===== src/hdl/gdib_pkg.sv =====
package gdib_pkg;

  localparam int DEF_RADIUS = 16;
  localparam int CFG_W      = 16;
  localparam int CFG_IDX_W  = 3;
  localparam int DW         = 32;
  localparam int DIF_W      = 33;
  localparam int PRD_W      = 66;
  localparam int AREA_W     = 67;
  localparam int DVD_W      = 83;
  localparam int ACC_W      = 84;
  localparam int Z_W        = 48;
  localparam int Q_DEPTH    = 2;

  localparam logic signed [Z_W-1:0] FAR_BOUND = 48'sd655360000000;
  localparam logic signed [Z_W-1:0] SAT_MAX   = {1'b0, {(Z_W-1){1'b1}}};
  localparam logic signed [Z_W-1:0] SAT_MIN   = {1'b1, {(Z_W-1){1'b0}}};

  typedef enum logic [1:0] {
    OP_CLEAR = 2'd0,
    OP_TRI   = 2'd1,
    OP_QUERY = 2'd2,
    OP_NONE  = 2'd3
  } op_t;

  typedef enum logic [CFG_IDX_W-1:0] {
    CFG_BASE_X = 3'd0,
    CFG_BASE_Y = 3'd1,
    CFG_WXL    = 3'd2,
    CFG_WXH    = 3'd3,
    CFG_WYL    = 3'd4,
    CFG_WYH    = 3'd5
  } cfg_idx_t;

  typedef struct packed {
    logic signed [CFG_W-1:0] base_x;
    logic signed [CFG_W-1:0] base_y;
    logic signed [CFG_W-1:0] wxl;
    logic signed [CFG_W-1:0] wxh;
    logic signed [CFG_W-1:0] wyl;
    logic signed [CFG_W-1:0] wyh;
  } cfg_t;

  typedef struct packed {
    op_t                  op;
    logic signed [DW-1:0] ax;
    logic signed [DW-1:0] ay;
    logic signed [DW-1:0] az;
    logic signed [DW-1:0] bx;
    logic signed [DW-1:0] by_coord;
    logic signed [DW-1:0] bz;
    logic signed [DW-1:0] cx;
    logic signed [DW-1:0] cy;
    logic signed [DW-1:0] cz;
    logic                 hit;
  } item_t;

  typedef struct packed {
    logic triangle_applied;
    logic range_overlaps;
    logic cell_nonempty;
  } res_t;

  function automatic logic signed [Z_W-1:0] sat48(input logic signed [ACC_W-1:0] v);
    logic same;
    same = (&v[ACC_W-1:Z_W-1]) || (~|v[ACC_W-1:Z_W-1]);
    if (same) return v[Z_W-1:0];
    else if (v[ACC_W-1]) return SAT_MIN;
    else return SAT_MAX;
  endfunction

endpackage


===== src/hdl/gdib_front.sv =====
module gdib_front #(
  parameter int RADIUS = gdib_pkg::DEF_RADIUS
) (
  input  logic                 clk,
  input  logic                 rst_n,
  input  gdib_pkg::cfg_t       cfg,
  input  logic                 in_valid,
  output logic                 in_ready,
  input  gdib_pkg::item_t      in_item,
  input  logic                 pop,
  output gdib_pkg::item_t      head,
  output logic [$clog2((2*RADIUS+1)*(2*RADIUS+1))-1:0] head_idx,
  output logic                 empty
);
  localparam int DIAM  = 2 * RADIUS + 1;
  localparam int CELLS = DIAM * DIAM;
  localparam int IDX_W = $clog2(CELLS);
  localparam int CRD_W = $clog2(DIAM);
  localparam int PTR_W = $clog2(gdib_pkg::Q_DEPTH);
  localparam int CNT_W = $clog2(gdib_pkg::Q_DEPTH + 1);

  gdib_pkg::item_t   q_item_r [gdib_pkg::Q_DEPTH];
  logic [IDX_W-1:0]  q_idx_r  [gdib_pkg::Q_DEPTH];
  logic [PTR_W-1:0]  wp_r, rp_r;
  logic [CNT_W-1:0]  cnt_r;

  logic signed [gdib_pkg::DIF_W-1:0] ix, iy;
  logic                              in_win, in_grid;
  logic [IDX_W-1:0]                  idx;
  gdib_pkg::item_t                   entry;
  logic                              push;

  always_comb begin
    ix = gdib_pkg::DIF_W'(in_item.ax) - gdib_pkg::DIF_W'(cfg.base_x);
    iy = gdib_pkg::DIF_W'(in_item.ay) - gdib_pkg::DIF_W'(cfg.base_y);
    in_win = (in_item.ax >= gdib_pkg::DW'(cfg.wxl)) && (in_item.ax < gdib_pkg::DW'(cfg.wxh)) &&
             (in_item.ay >= gdib_pkg::DW'(cfg.wyl)) && (in_item.ay < gdib_pkg::DW'(cfg.wyh));
    in_grid = !ix[gdib_pkg::DIF_W-1] && !iy[gdib_pkg::DIF_W-1] &&
              (ix < gdib_pkg::DIF_W'(DIAM)) && (iy < gdib_pkg::DIF_W'(DIAM));
    idx = IDX_W'(IDX_W'(iy[CRD_W-1:0]) * IDX_W'(DIAM) + IDX_W'(ix[CRD_W-1:0]));
    entry = in_item;
    entry.hit = in_win && in_grid;
  end

  assign in_ready = (cnt_r != CNT_W'(gdib_pkg::Q_DEPTH));
  assign empty    = (cnt_r == '0);
  assign push     = in_valid && in_ready;
  assign head     = q_item_r[rp_r];
  assign head_idx = q_idx_r[rp_r];

  always_ff @(posedge clk) begin
    if (push) begin
      q_item_r[wp_r] <= entry;
      q_idx_r[wp_r]  <= idx;
    end
    if (!rst_n) begin
      wp_r  <= '0;
      rp_r  <= '0;
      cnt_r <= '0;
    end else begin
      if (push) wp_r <= wp_r + 1'b1;
      if (pop)  rp_r <= rp_r + 1'b1;
      if (push && !pop) cnt_r <= cnt_r + 1'b1;
      else if (pop && !push) cnt_r <= cnt_r - 1'b1;
    end
  end
endmodule


===== config.mk =====
export PLATFORM = sky130hd
export DESIGN_NAME = gdib_front
export DESIGN_NICKNAME = d
export VERILOG_FILES = /design/src/hdl/gdib_pkg.sv /design/src/hdl/gdib_front.sv
export SDC_FILE = /design/constraint.sdc
export NUM_CORES = 1
export LEC_CHECK = 0
export BUFFER_PORTS_ARGS = -buffer_cell sky130_fd_sc_hd__buf_2
export CAP_MARGIN = 0
export CORE_AREA = 2 2 269 271
export CTS_CLUSTER_SIZE = 28
export DETAILED_ROUTE_END_ITERATION = 8
export DIE_AREA = 0 0 271 273
export GPL_ROUTABILITY_DRIVEN = 0
export PLACE_DENSITY_LB_ADDON = 0.12
export SYNTH_ARGS = -nofsm -noshare
export SYNTH_HDL_FRONTEND = slang
export SYNTH_SLANG_ARGS = --single-unit

===== constraint.sdc =====
create_clock -name clk -period 27.3 [get_ports clk]
set_input_delay 4.095 -clock clk [delete_from_list [all_inputs] [get_ports clk]]
set_output_delay 4.095 -clock clk [all_outputs]
set_load 0.01 [all_outputs]

==> flow_summary.yaml <==
power_and_ir_drop:
  power.net_switching_w: 0.0006935
  peakVddDrop_v: 0.00005243
  p_int_w: 0.001859
  comb_power_share_pct: 19.9
  clock_power_share_pct: 34.2
  p_sw_share_pct: 27.17
  power.density_mw_per_mm2: 71.19
  leakage_nw: 14.38
  pwr-share-seq_pct: 45.9
detailed_routing:
  postRouteAntennaNets: 0
  wl_per_cell_um: 21.66
  vias: 19580
  drt-initial-drc-count: 1292
  finalWirelength_um: 81060
  drc: 0
  vias_per_cell: 5.233
  dr.pass1.iters: 5
worst_setup_path:
  slowest_stage: "buf_4"
  startpoint_type: "flip-flop"
  cpPeakStageDelay_ns: 0.93
  path_cells: "buf_4 > buf_4 > buf_4 > mux2_2 > buf_2"
  rrSetupSlack_ns: 23.89
  crit_fanout: 78
  required_ns: 23.20
  worstReg2RegStart: "cnt_r[0]"
  reg2reg_to: "q_item_r[1][223]"
  cp_top_family: "buffers and inverters"
  critPathMostFrequentCell: "buf_4"
  worst_setup_path_end_kind: "output pin"
  arrival_ns: 4.54
  path_buf_inv: 4
  ff2ff_path_depth: 4
  crit_type: "flip-flop to output pin"
global_route:
  grt_pass1_wl_um: 120000
  overflow: 0
  grt_pass1_vias: 19790
  grt.total_usage_pct: 21.15
  grt_max_degree: 175
  antenna_found_initial: 22
sta:
  max-slew-margin-rel_pct: 19.48
  setup_viol_count_final: 0
  final.min_clock_period_ns: 8.630
  hold_viol: 0
  slew_viol_final: 0
  tns_ns: 0
  fin_ws_ns: 18.67
  fin_crit_sh_pct: 31.61
  maxClockFrequency_mhz: 115.9
  worst_pin_slew_ns: 1.208
  rsz0062_at_grt: "false"
  skew_ns: 0.02874
synthesis:
  syn-cell-area_sq_mm: 0.02914
  yosysUniqueCellTypes: 64
  synth_nets: 2605
  synthSimpleGateAreaFrac_pct: 5.234
  yosysSeqAreaShare_pct: 62.59
  yosysTopAreaCell: "edfxtp_1"
  synth_compound_area_share_pct: 7.523
  synth_cells: 2004
  synth_top_area_share_pct: 62.25
  syn_area_per_cell_sq_um: 14.54
  muxShareOfSynthArea_pct: 11.99
  post-synth-top-count-cell: "edfxtp_1"
  synth_xor_area_share_pct: 1.262
  synth_top_family_by_area: "multiplexers"
  async_flop_share_pct: 0
  ys_top_cells_by_area: "edfxtp_1 (62%), mux2_2 (12%), ha_1 (8.9%), a21oi_1 (2.0%), inv_1 (1.6%)"
  yosys-top-cells-count: "edfxtp_1 (604), mux2_2 (304), ha_1 (207)"
  synth_ff_type: "edfxtp_1"
  ys_ff_latch: 609
  synth_warnings: 0
  synth_adder_area_share_pct: 9.095
  synth_edf_count: 604
job:
  maxCapViolCount: 0
cells_and_area:
  fin_area_sq_mm: 0.03585
  final_nets: 3326
  syn_to_final_growth_pct: 23.04
  multi_input_area_sq_mm: 0.01024
  drive_gt1_share_pct: 39.90
  regArea_sq_mm: 0.01824
  fillers: 6264
clock_network:
  cts_made_buffers: 68
  cts_setup_buffers: 0
  clock-sinks: 609
  cts_root_buffer: "clkbuf_16"
  cts_tree: "yes"
  cts-htree-levels: 3
  ctsResizeCount: 0
  clk_latency_ns: 0.61
  clk_pin_slew_ns: 0.05
  cts_buffer_depth: 3
  cts_hold_buf: 0
run_status:
  status: "completed"
floorplanning:
  die_w_um: 271
  die_area_sq_mm: 0.07398
  core_area_sq_mm: 0.07100
  initial_core_util_pct: 41.04
  rows: 98
  io_pins: 695
  die_h_um: 273
hold_path:
  hold_end: "cnt_r[1]"
  worstHoldStart: "cnt_r[1]"
  min_path_cells: 2
  hp-class: "flip-flop to flip-flop"
placement:
  post_dp_cell_area_sq_mm: 0.03370
  dpl_worst_slack_ns: 18.89
  hpwl_um: 60520
  port_buffers: 693
flip-flops by register name, indices dropped and copies added, names as in the netlist, named ones only:
name and flops:
rp_r 1, q_idx_r 22, cnt_r 2, q_item_r 582, wp_r 1
logic make-up (layout without fill, tap and decap cells):
kind of cell / Yosys count / after routing
and+or+nand+nor: 309 / 309
xor gates and xnor gates: 42 / 42
buffers and inverters: 177 / 950
other: 0 / 15
muxes: 311 / 311
AOI/OAI and AO/OA: 346 / 346
adders and majority gates: 210 / 210
DFF: 609 / 609
routing by layer:
layer / vias to the layer above / track usage, % / wire length [um]
met5: - / 0 / 63
met4: 10 / 6.339 / 1945
met3: 130 / 4.349 / 4672
met2: 606 / 38.01 / 42510
met1: 9595 / 25.52 / 31870
li1: 9240 / - / -
area by class of cell:
type | count | share of cell area (%)
Sequential cell | 609 | 50.88
Multi-Input combinational cell | 1218 | 28.57
Timing Repair Buffer | 704 | 9.940
Clock buffer | 87 | 4.945
Tap cell | 950 | 3.316
Inverter | 124 | 1.298
Clock inverter | 35 | 0.9493
Antenna cell | 15 | 0.1047
cells in the final DEF, fill, tap and decap left out, drive strengths merged, types with 5 or more instances in the layout:
| master | instances |
|---|---|
| a31oi | 13 |
| nand2b | 18 |
| a2111oi | 7 |
| ha | 207 |
| nor2 | 76 |
| mux2 | 304 |
| mux2i | 7 |
| o21a | 14 |
| o31ai | 6 |
| a211oi | 15 |
| or4 | 5 |
| a21oi | 120 |
| inv | 128 |
| o21ai | 64 |
| nor3 | 16 |
| clkinv | 25 |
| nand3 | 25 |
| diode | 15 |
| o211ai | 12 |
| and2 | 7 |
| o22ai | 8 |
| xnor2 | 23 |
| dfxtp | 5 |
| and3 | 5 |
| edfxtp | 604 |
| nand4 | 40 |
| xor2 | 19 |
| nor2b | 13 |
| o21bai | 6 |
| buf | 704 |
| clkbuf | 87 |
| a21o | 34 |
| nand2 | 81 |
| nor4 | 10 |
| o221ai | 9 |
worst max-delay path by stage:
| stage | from | to | slack, ns | cells after the start |
|---|---|---|---|---|
| 4_1_cts | flip-flop | head_idx[10] | 18.58 | 5 |
| 6_report | flip-flop | head[286] | 18.67 | 5 |
| 5_1_grt | flip-flop | head[286] | 18.37 | 5 |
| 3_3_place_gp | in_item[225] | q_item_r[0][0] | 18.91 | 14 |
| 2_1_floorplan | in_valid | wp_r | 9.56 | 3 |
| 3_5_place_dp | in_item[225] | q_item_r[0][0] | 18.89 | 14 |
power by group through the flow:
stage	Combinational, W	Sequential, W	Clock [W]
final	0.000508	0.00117	0.000873
after global routing	0.000556	0.00118	0.000933
after CTS	0.000515	0.00117	0.000897
after detailed placement	0.000512	0.00119	0
after global placement	0.000505	0.00118	0
after floorplan	0.000308	0.00122	0
worst reg2reg max path: cells and delay by family (launching register included):
kind	cells	cell delay, ns
buffers and inverters	2	1.76
AND/OR/NAND/NOR	2	0.80
flip-flops	1	0.39
through the flow:
| stage | instances | hold slack [ns] | total power [W] | utilization, % |
|---|---|---|---|---|
| 2_1_floorplan | 2004 | 0.4779 | 0.001532 | - |
| 6_report | 3742 | 0.5229 | 0.002552 | 50.50 |
| 3_5_place_dp | 3605 | 0.5170 | 0.001702 | 47.47 |
| 5_1_grt | 3741 | 0.5582 | 0.002669 | 50.49 |
| 4_1_cts | 3727 | 0.5261 | 0.002584 | 50.44 |
| 3_3_place_gp | 3605 | 0.4900 | 0.001689 | 47.47 |
Note: power is estimated with default switching activity, not from simulation.
